File: config.mk
export PLATFORM = sky130hd
export DESIGN_NAME = uart_register_datagram_engine_core
export DESIGN_NICKNAME = d
export VERILOG_FILES = /design/src/hdl/urde_pkg.sv /design/src/hdl/urde_front.sv /design/src/hdl/urde_fifo.sv /design/src/hdl/urde_back.sv /design/src/hdl/uart_register_datagram_engine_core.sv
export SDC_FILE = /design/constraint.sdc
export NUM_CORES = 1
export LEC_CHECK = 0
export ABC_CLOCK_PERIOD_IN_PS = 3150
export BUFFER_PORTS_ARGS = -buffer_cell sky130_fd_sc_hd__buf_2
export CAP_MARGIN = 20
export CORE_ASPECT_RATIO = 1.5
export CORE_MARGIN = 2
export CORE_UTILIZATION = 48
export CTS_BUF_LIST = sky130_fd_sc_hd__clkbuf_8
export DETAILED_ROUTE_END_ITERATION = 10
export PLACE_DENSITY = 0.68
export RECOVER_POWER = 25
export SLEW_MARGIN = 20
export SYNTH_ARGS = -nofsm -noshare
export SYNTH_HDL_FRONTEND = slang
export SYNTH_SLANG_ARGS = --single-unit
File: constraint.sdc
create_clock -name clk_i -period 3.15 [get_ports clk_i]
set_clock_uncertainty 0.2 [all_clocks]
set_input_delay 0.945 -clock clk_i [delete_from_list [all_inputs] [get_ports clk_i]]
set_output_delay 0.945 -clock clk_i [all_outputs]
set_load 0.005 [all_outputs]
File: src/hdl/urde_pkg.sv
// Shared types, constants and the CRC8 byte update for the register datagram engine.
// No dependencies; imported by every module of the block.
package urde_pkg;

  localparam logic [7:0]  CRC_POLY      = 8'h07;
  localparam logic        WRITE_BIT     = 1'b1;
  localparam logic [31:0] FAIL_DATA     = 32'hFFFF_FFFF;
  localparam int unsigned CFG_IDX_W     = 2;
  localparam int unsigned REPLY_LAST    = 7;

  localparam logic [CFG_IDX_W-1:0] CFG_SLAVE_ADDRESS = 2'd0;
  localparam logic [CFG_IDX_W-1:0] CFG_SYNC_PATTERN  = 2'd1;
  localparam logic [CFG_IDX_W-1:0] CFG_MASTER_TAG    = 2'd2;

  typedef enum logic [1:0] {
    KIND_READ    = 2'd0,
    KIND_WRITE   = 2'd1,
    KIND_RX      = 2'd2,
    KIND_TIMEOUT = 2'd3
  } in_kind_e;

  typedef enum logic {
    OUT_TX   = 1'b0,
    OUT_DONE = 1'b1
  } out_kind_e;

  typedef enum logic [1:0] {
    ST_SUCCESS  = 2'd0,
    ST_NO_REPLY = 2'd1,
    ST_FORMAT   = 2'd2,
    ST_BAD_CRC  = 2'd3
  } read_status_e;

  typedef enum logic [1:0] {
    JOB_READ  = 2'd0,
    JOB_WRITE = 2'd1,
    JOB_DONE  = 2'd2
  } job_kind_e;

  typedef struct packed {
    job_kind_e    kind;
    logic [6:0]   reg_addr;
    logic [31:0]  data;
    read_status_e status;
  } job_t;

  typedef struct packed {
    logic [7:0] slave_address;
    logic [7:0] sync_pattern;
    logic [7:0] master_tag;
  } cfg_t;

  function automatic logic [7:0] crc_feed(input logic [7:0] crc, input logic [7:0] data);
    logic [7:0] c;
    c = crc;
    for (int k = 0; k < 8; k++) begin
      if (c[7] ^ data[k]) begin
        c = {c[6:0], 1'b0} ^ CRC_POLY;
      end else begin
        c = {c[6:0], 1'b0};
      end
    end
    return c;
  endfunction

endpackage

File: src/hdl/urde_front.sv
// Front end: accepts requests and received bytes, runs the reply checker, queues jobs.
// Depends on urde_pkg.
module urde_front (
  input  logic          clk_i,
  input  logic          rst_ni,
  input  urde_pkg::cfg_t cfg_i,
  input  logic          in_valid_i,
  output logic          in_ready_o,
  input  logic [1:0]    kind_i,
  input  logic [6:0]    reg_address_i,
  input  logic [31:0]   write_data_i,
  input  logic [7:0]    rx_byte_i,
  input  logic          q_full_i,
  output logic          q_push_o,
  output urde_pkg::job_t q_job_o
);
  import urde_pkg::*;

  logic        awaiting_q, awaiting_d;
  logic [6:0]  exp_reg_q, exp_reg_d;
  logic [3:0]  count_q, count_d;
  logic [7:0]  crc_q, crc_d;
  logic [31:0] data_q, data_d;
  logic        hdr_ok_q, hdr_ok_d;
  logic        accept;
  in_kind_e    kind;

  assign in_ready_o = !q_full_i;
  assign accept     = in_valid_i && in_ready_o;
  assign kind       = in_kind_e'(kind_i);

  always_comb begin
    awaiting_d = awaiting_q;
    exp_reg_d  = exp_reg_q;
    count_d    = count_q;
    crc_d      = crc_q;
    data_d     = data_q;
    hdr_ok_d   = hdr_ok_q;
    q_push_o   = 1'b0;
    q_job_o.kind     = JOB_READ;
    q_job_o.reg_addr = reg_address_i;
    q_job_o.data     = write_data_i;
    q_job_o.status   = ST_SUCCESS;
    if (accept) begin
      unique case (kind)
        KIND_READ: begin
          q_push_o   = 1'b1;
          awaiting_d = 1'b1;
          exp_reg_d  = reg_address_i;
          count_d    = '0;
          crc_d      = '0;
          data_d     = '0;
          hdr_ok_d   = 1'b1;
        end
        KIND_WRITE: begin
          q_push_o     = 1'b1;
          q_job_o.kind = JOB_WRITE;
        end
        KIND_TIMEOUT: begin
          if (awaiting_q) begin
            q_push_o       = 1'b1;
            q_job_o.kind   = JOB_DONE;
            q_job_o.data   = FAIL_DATA;
            q_job_o.status = ST_NO_REPLY;
            awaiting_d     = 1'b0;
            count_d        = '0;
          end
        end
        KIND_RX: begin
          if (awaiting_q) begin
            if (count_q < 4'(REPLY_LAST)) begin
              if (count_q == 4'd0 && rx_byte_i != cfg_i.sync_pattern) hdr_ok_d = 1'b0;
              if (count_q == 4'd1 && rx_byte_i != cfg_i.master_tag) hdr_ok_d = 1'b0;
              if (count_q == 4'd2 && rx_byte_i != {1'b0, exp_reg_q}) hdr_ok_d = 1'b0;
              if (count_q >= 4'd3) data_d = {data_q[23:0], rx_byte_i};
              crc_d   = crc_feed(crc_q, rx_byte_i);
              count_d = count_q + 4'd1;
            end else begin
              q_push_o     = 1'b1;
              q_job_o.kind = JOB_DONE;
              awaiting_d   = 1'b0;
              count_d      = '0;
              if (!hdr_ok_q) begin
                q_job_o.data   = FAIL_DATA;
                q_job_o.status = ST_FORMAT;
              end else if (rx_byte_i != crc_q) begin
                q_job_o.data   = FAIL_DATA;
                q_job_o.status = ST_BAD_CRC;
              end else begin
                q_job_o.data   = data_q;
                q_job_o.status = ST_SUCCESS;
              end
            end
          end
        end
        default: begin
        end
      endcase
    end
  end

  always_ff @(posedge clk_i or negedge rst_ni) begin
    if (!rst_ni) begin
      awaiting_q <= 1'b0;
      exp_reg_q  <= '0;
      count_q    <= '0;
      crc_q      <= '0;
      data_q     <= '0;
      hdr_ok_q   <= 1'b1;
    end else begin
      awaiting_q <= awaiting_d;
      exp_reg_q  <= exp_reg_d;
      count_q    <= count_d;
      crc_q      <= crc_d;
      data_q     <= data_d;
      hdr_ok_q   <= hdr_ok_d;
    end
  end

endmodule

File: src/hdl/urde_fifo.sv
// Job queue between front and back ends; power-of-two depth.
// Depends on urde_pkg for the job type.
module urde_fifo #(
  parameter int unsigned DEPTH = 4
) (
  input  logic           clk_i,
  input  logic           rst_ni,
  input  logic           push_i,
  input  urde_pkg::job_t push_job_i,
  output logic           full_o,
  input  logic           pop_i,
  output logic           avail_o,
  output urde_pkg::job_t head_o
);
  import urde_pkg::*;

  localparam int unsigned AW = (DEPTH > 1) ? $clog2(DEPTH) : 1;

  job_t        mem_q [DEPTH];
  logic [AW:0] wr_q, rd_q;

  assign avail_o = (wr_q != rd_q);
  assign full_o  = (wr_q[AW-1:0] == rd_q[AW-1:0]) && (wr_q[AW] != rd_q[AW]);
  assign head_o  = mem_q[rd_q[AW-1:0]];

  always_ff @(posedge clk_i) begin
    if (push_i && !full_o) begin
      mem_q[wr_q[AW-1:0]] <= push_job_i;
    end
  end

  always_ff @(posedge clk_i or negedge rst_ni) begin
    if (!rst_ni) begin
      wr_q <= '0;
      rd_q <= '0;
    end else begin
      if (push_i && !full_o) wr_q <= wr_q + 1'b1;
      if (pop_i && avail_o)  rd_q <= rd_q + 1'b1;
    end
  end

endmodule

File: src/hdl/urde_back.sv
// Back end: turns queued jobs into datagram bytes with CRC8, or read completions.
// Depends on urde_pkg; holds the output register.
module urde_back (
  input  logic           clk_i,
  input  logic           rst_ni,
  input  urde_pkg::cfg_t cfg_i,
  input  logic           q_avail_i,
  input  urde_pkg::job_t q_head_i,
  output logic           q_pop_o,
  output logic           out_valid_o,
  input  logic           out_ready_i,
  output logic           out_kind_o,
  output logic [7:0]     tx_byte_o,
  output logic           tx_last_o,
  output logic [31:0]    read_data_o,
  output logic [1:0]     read_status_o
);
  import urde_pkg::*;

  job_t       job_q;
  logic       job_valid_q;
  logic [2:0] idx_q;
  logic [7:0] crc_q;

  logic        out_valid_q;
  out_kind_e   out_kind_q;
  logic [7:0]  tx_byte_q;
  logic        tx_last_q;
  logic [31:0] read_data_q;
  logic [1:0]  read_status_q;

  logic       slot_free, emit, is_done, at_crc, finish;
  logic [2:0] last_idx;
  logic [7:0] body_byte, cur_byte;

  assign slot_free = !out_valid_q || out_ready_i;
  assign emit      = job_valid_q && slot_free;
  assign is_done   = (job_q.kind == JOB_DONE);
  assign last_idx  = (job_q.kind == JOB_WRITE) ? 3'd7 : 3'd3;
  assign at_crc    = (idx_q == last_idx);
  assign finish    = emit && (is_done || at_crc);
  assign q_pop_o   = q_avail_i && (!job_valid_q || finish);

  always_comb begin
    unique case (idx_q)
      3'd0:    body_byte = cfg_i.sync_pattern;
      3'd1:    body_byte = cfg_i.slave_address;
      3'd2:    body_byte = {(job_q.kind == JOB_WRITE) ? WRITE_BIT : 1'b0, job_q.reg_addr};
      3'd3:    body_byte = job_q.data[31:24];
      3'd4:    body_byte = job_q.data[23:16];
      3'd5:    body_byte = job_q.data[15:8];
      3'd6:    body_byte = job_q.data[7:0];
      default: body_byte = 8'h00;
    endcase
    cur_byte = at_crc ? crc_q : body_byte;
  end

  always_ff @(posedge clk_i or negedge rst_ni) begin
    if (!rst_ni) begin
      job_valid_q <= 1'b0;
      idx_q       <= '0;
      crc_q       <= '0;
    end else if (q_pop_o) begin
      job_valid_q <= 1'b1;
      idx_q       <= '0;
      crc_q       <= '0;
    end else if (finish) begin
      job_valid_q <= 1'b0;
    end else if (emit) begin
      idx_q <= idx_q + 3'd1;
      crc_q <= crc_feed(crc_q, cur_byte);
    end
  end

  always_ff @(posedge clk_i) begin
    if (q_pop_o) job_q <= q_head_i;
  end

  always_ff @(posedge clk_i or negedge rst_ni) begin
    if (!rst_ni) begin
      out_valid_q <= 1'b0;
    end else if (emit) begin
      out_valid_q <= 1'b1;
    end else if (out_ready_i) begin
      out_valid_q <= 1'b0;
    end
  end

  always_ff @(posedge clk_i) begin
    if (emit) begin
      if (is_done) begin
        out_kind_q    <= OUT_DONE;
        tx_byte_q     <= '0;
        tx_last_q     <= 1'b0;
        read_data_q   <= job_q.data;
        read_status_q <= job_q.status;
      end else begin
        out_kind_q    <= OUT_TX;
        tx_byte_q     <= cur_byte;
        tx_last_q     <= at_crc;
        read_data_q   <= '0;
        read_status_q <= ST_SUCCESS;
      end
    end
  end

  assign out_valid_o   = out_valid_q;
  assign out_kind_o    = out_kind_q;
  assign tx_byte_o     = tx_byte_q;
  assign tx_last_o     = tx_last_q;
  assign read_data_o   = read_data_q;
  assign read_status_o = read_status_q;

endmodule

File: src/hdl/uart_register_datagram_engine_core.sv
// Top level of the register datagram engine: configuration registers, front, queue, back.
// Depends on urde_pkg, urde_front, urde_fifo and urde_back.
//
// Input channel (in_valid_i/in_ready_o) carries read requests, write requests,
// received link bytes and reply timeouts. One item transfers per cycle while the
// job queue has room; received bytes and timeouts that raise no result take no
// queue entry but still need in_ready_o.
// Output channel (out_valid_o/out_ready_i) carries transmit bytes and read
// completions from a single output register.
// A read request gives 4 bytes, a write request 8; a reply's eighth byte, or a
// timeout while a reply is awaited, gives one completion. All pass the job queue,
// the back end's job register and the output register. Unstalled, output is one
// result per cycle, with no gap between queued datagrams, and the CRC8 is built one
// byte a cycle. When the receiver stalls, the output register holds, the back end
// stops, and the queue fills; in_ready_o falls once QUEUE_DEPTH jobs are waiting.
// Reset clears the reply checker, the queue and the output valid and loads the
// register defaults: slave address 0, sync pattern 5, master tag 255.
module uart_register_datagram_engine_core #(
  parameter int unsigned QUEUE_DEPTH = 4
) (
  input  logic        clk_i,
  input  logic        rst_ni,
  input  logic        cfg_we_i,
  input  logic [1:0]  cfg_index_i,
  input  logic [7:0]  cfg_data_i,
  input  logic        in_valid_i,
  output logic        in_ready_o,
  input  logic [1:0]  kind_i,
  input  logic [6:0]  reg_address_i,
  input  logic [31:0] write_data_i,
  input  logic [7:0]  rx_byte_i,
  output logic        out_valid_o,
  input  logic        out_ready_i,
  output logic        out_kind_o,
  output logic [7:0]  tx_byte_o,
  output logic        tx_last_o,
  output logic [31:0] read_data_o,
  output logic [1:0]  read_status_o
);
  import urde_pkg::*;

  cfg_t cfg_q;
  logic q_push, q_full, q_pop, q_avail;
  job_t q_job, q_head;

  always_ff @(posedge clk_i or negedge rst_ni) begin
    if (!rst_ni) begin
      cfg_q.slave_address <= 8'd0;
      cfg_q.sync_pattern  <= 8'd5;
      cfg_q.master_tag    <= 8'd255;
    end else if (cfg_we_i) begin
      unique case (cfg_index_i)
        CFG_SLAVE_ADDRESS: cfg_q.slave_address <= cfg_data_i;
        CFG_SYNC_PATTERN:  cfg_q.sync_pattern  <= cfg_data_i;
        CFG_MASTER_TAG:    cfg_q.master_tag    <= cfg_data_i;
        default: begin
        end
      endcase
    end
  end

  urde_front u_front (
    .clk_i         (clk_i),
    .rst_ni        (rst_ni),
    .cfg_i         (cfg_q),
    .in_valid_i    (in_valid_i),
    .in_ready_o    (in_ready_o),
    .kind_i        (kind_i),
    .reg_address_i (reg_address_i),
    .write_data_i  (write_data_i),
    .rx_byte_i     (rx_byte_i),
    .q_full_i      (q_full),
    .q_push_o      (q_push),
    .q_job_o       (q_job)
  );

  urde_fifo #(
    .DEPTH (QUEUE_DEPTH)
  ) u_fifo (
    .clk_i      (clk_i),
    .rst_ni     (rst_ni),
    .push_i     (q_push),
    .push_job_i (q_job),
    .full_o     (q_full),
    .pop_i      (q_pop),
    .avail_o    (q_avail),
    .head_o     (q_head)
  );

  urde_back u_back (
    .clk_i         (clk_i),
    .rst_ni        (rst_ni),
    .cfg_i         (cfg_q),
    .q_avail_i     (q_avail),
    .q_head_i      (q_head),
    .q_pop_o       (q_pop),
    .out_valid_o   (out_valid_o),
    .out_ready_i   (out_ready_i),
    .out_kind_o    (out_kind_o),
    .tx_byte_o     (tx_byte_o),
    .tx_last_o     (tx_last_o),
    .read_data_o   (read_data_o),
    .read_status_o (read_status_o)
  );

endmodule

==> flow_summary.yaml <==
cts:
  htreeDepth: 2
  cts_sinks: 355
  cts_setup_buffers: 0
  clk_latency_ns: 0.60
  cts_tree: "done"
  cts_buffers: 50
  holdBufCountCts: 0
  clockBufferDepth: 3
  cts-root-buf: "clkbuf_8"
  cts.clk_slew.worst_paths_ns: 0.06
  cts-resized-gates: 0
drt:
  vias_per_cell: 5.766
  detail-route-antenna-nets: 0
  drt_iter0_markers: 817
  drc: 0
  dr_total_vias: 9197
  wl_per_cell_um: 22.55
  wl_um: 35960
  dr.pass1.iters: 6
timing:
  whs_ns: 0.2940
  setup_viol: 0
  period_minus_slack_ns: 2.966
  tns_ns: 0
  max_freq_ghz: 0.3372
  worst_pin_slew_ns: 1.469
  hold_violations: 0
  rsz0062_at_grt: "false"
  final.period_utilization: 0.9415
  relSlewSlack: 0.02061
  final_max_slew_viol_count: 0
logic_synthesis:
  post_synth.cell_area_avg_um2: 15.50
  synth_cells: 989
  synth_warnings: 0
  synth_area_um2: 15330
  ys_ff_latch: 355
  synthesis.nets: 1067
  yosysSeqAreaShare: 0.6650
  synth_cell_types: 63
  synth_edf_count: 259
  yosys_most_used_dff: "edfxtp_1"
  async_flop_share: 0.2704
final_layout:
  final_cell_mix: "edfxtp_1, buf_2, dfrtp_1"
  area_delta_synth_final_pct: 15.25
  final_common_cell: "edfxtp_1"
  drive_gt1_frac: 0.2897
  finalNetCount: 1221
placement:
  gp_congestion: 0.9415
  port_buffers: 109
  post-dp-hpwl_um: 24990
worst_setup_path:
  timing.rr.end: "u_back.crc_q[4]$_DFFE_PN0P_"
  r2r-start: "u_back.idx_q[0]$_DFFE_PN0P_"
  critPathCaptureType: "register"
  critical_path_peak_fanout: 8
  reg2reg_depth: 9
  cp_data_arrival_time_ns: 3.21
  reg2reg_setup_slack_ns: 0.18
  cp-start-kind: "register"
  worstSetupPathType: "register to register"
  crit_required_ns: 3.40
grt:
  gr-usage-met1: 0.2759
  grt_pass1_vias: 9451
  grt_max_degree: 48
  grtUsageMet3: 0.03763
  grt_util_met2: 0.3725
  antenna_found_initial: 1
  grt_pass1_wl_um: 55340
  grtUsageTotal: 0.2206
  top_usage_layer: "met2"
  overflow: 0
flow_run:
  drv_cap: 0
min_path:
  hold_depth: 1
  timing.hold.worst.class: "register to register"
  hold_end: "u_fifo.wr_q[2]$_DFFE_PN0N_"
  hold_start: "u_fifo.wr_q[2]$_DFFE_PN0N_"
floorplan:
  dieArea_um2: 33410
  die_w_um: 149.9
  rows: 80
  core_area_um2: 31630
  dieHeight_um: 222.9
  floorplan.initialDensity: 0.4847
  io_pins: 110
power_and_ir_drop:
  ir_drop_v: 0.0005241
  p_int_w: 0.01114
  p_clk_frac: 0.229
  p_per_area_nw_per_um2: 937.0
  p_switching_w: 0.005417
  swShare: 0.3272
  comb_power_share: 0.336
  seq_power_share: 0.436
  p_leak_nw: 6.684
run_status:
  status: "finished, final reports clean"
per-stage QoR:
step / util / total power (W) / setup slack, ns / instances / instance area [µm²]
after CTS: 0.5601 / 0.01672 / 0.2244 / 1594 / 17720
after floorplan: - / 0.01099 / 0.008608 / 989 / 15340
after detailed placement: 0.5260 / 0.01292 / 0.03065 / 1501 / 16640
final: 0.5585 / 0.01655 / 0.1843 / 1595 / 17670
after global placement: 0.5260 / 0.01280 / 0.1010 / 1501 / 16640
after global routing: 0.5585 / 0.01746 / 0.03370 / 1595 / 17670
cell families after synthesis:
logic type,count (synthesis),synth area share
buffers and inverters,72,0.02024
multiplexers,95,0.1015
adder cells (fa/ha/maj),14,0.01143
AO/OA/AOI/OAI,198,0.09337
AND/OR/NAND/NOR,179,0.06317
flip-flops,355,0.6650
XOR/XNOR,76,0.04530
synth_stat cells, types with 5 or more instances:
library cell / n / area share
o21ai_0: 50 / 0.016
o221ai_1: 19 / 0.011
and3_1: 5 / 0.0020
o22a_1: 13 / 0.0074
xor2_1: 17 / 0.0097
nor2b_1: 7 / 0.0029
and2_1: 43 / 0.018
nand2_1: 44 / 0.011
ha_1: 14 / 0.011
a221oi_1: 8 / 0.0046
clkbuf_1: 44 / 0.011
nand3_1: 10 / 0.0033
mux4_2: 43 / 0.063
dfrtp_1: 85 / 0.14
a21oi_1: 21 / 0.0069
dfstp_2: 11 / 0.019
a21o_1: 20 / 0.0098
o21ai_1: 8 / 0.0026
nand4_1: 14 / 0.0057
nor2_1: 30 / 0.0073
inv_1: 12 / 0.0029
xnor2_1: 56 / 0.032
mux2_2: 43 / 0.032
buf_2: 8 / 0.0026
a22oi_1: 10 / 0.0049
edfxtp_1: 259 / 0.51
a22o_1: 32 / 0.018
sequential cells by signal, summed over array words and instances, names as in the netlist:
| register | cells |
|---|---|
| u_front.data_q | 32 |
| u_back.job_q | 43 |
| u_fifo.mem_q | 172 |
| u_back.idx_q | 3 |
| u_back.out_valid_o | 1 |
| u_back.crc_q | 8 |
| u_back.out_kind_o | 1 |
| u_front.hdr_ok_q | 1 |
| cfg_q | 24 |
| u_back.tx_byte_o | 8 |
| u_fifo.wr_q | 3 |
| u_front.crc_q | 8 |
| u_fifo.rd_q | 3 |
| u_back.job_valid_q | 1 |
| u_front.count_q | 4 |
| u_front.exp_reg_q | 7 |
| u_back.read_data_o | 32 |
| u_back.read_status_o | 2 |
| u_back.tx_last_o | 1 |
| u_front.awaiting_q | 1 |
routing by layer:
metal | vias to the layer above | share of wire
li1 | 4125 | -
met4 | 0 | 0.050
met1 | 4631 | 0.39
met5 | - | 0
met2 | 348 | 0.50
met3 | 93 | 0.061
worst max-delay path by stage:
stage / from / slack [ns] / to
after floorplan: kind_i[0] / 0.009 / u_fifo.mem_q[3][0]$_DFFE_PP_
after global placement: rx_byte_i[1] / 0.10 / u_fifo.mem_q[0][23]$_DFFE_PP_
after detailed placement: rx_byte_i[0] / 0.03 / u_fifo.mem_q[1][28]$_DFFE_PP_
after CTS: u_back.idx_q[0]$_DFFE_PN0P_ / 0.22 / u_back.crc_q[4]$_DFFE_PN0P_
after global routing: u_back.idx_q[0]$_DFFE_PN0P_ / 0.03 / u_back.crc_q[4]$_DFFE_PN0P_
final: u_back.idx_q[0]$_DFFE_PN0P_ / 0.18 / u_back.crc_q[4]$_DFFE_PN0P_
cell type report:
type,count,area [µm²]
fill,2580,13960
antenna,1,2.502
sequential,355,10200
clock inverter,33,254.0
clock buffer,60,825.8
multi-input combinational,562,4835
inverter,12,45.04
tap,410,513.0
timing repair buffer,162,996.0
critical path, stage by stage, from the launching register on:
cell	delay [ns]
dfrtp_1	0.41
inv_1	0.08
ha_1	0.28
or4_1	0.63
and2_1	0.24
a22oi_1	0.22
xnor2_1	0.24
xnor3_1	0.30
nand4_1	0.11
o311ai_1	0.13
power groups by stage:
stage          logic (W)  clock network, W  registers (W)
3_3_place_gp     0.00554                 0        0.00726
2_1_floorplan    0.00397                 0        0.00702
5_1_grt          0.00610           0.00406        0.00731
3_5_place_dp     0.00562                 0        0.00730
4_1_cts          0.00564           0.00388        0.00721
6_report         0.00556           0.00378        0.00721
(Power assumes the default switching activity.)
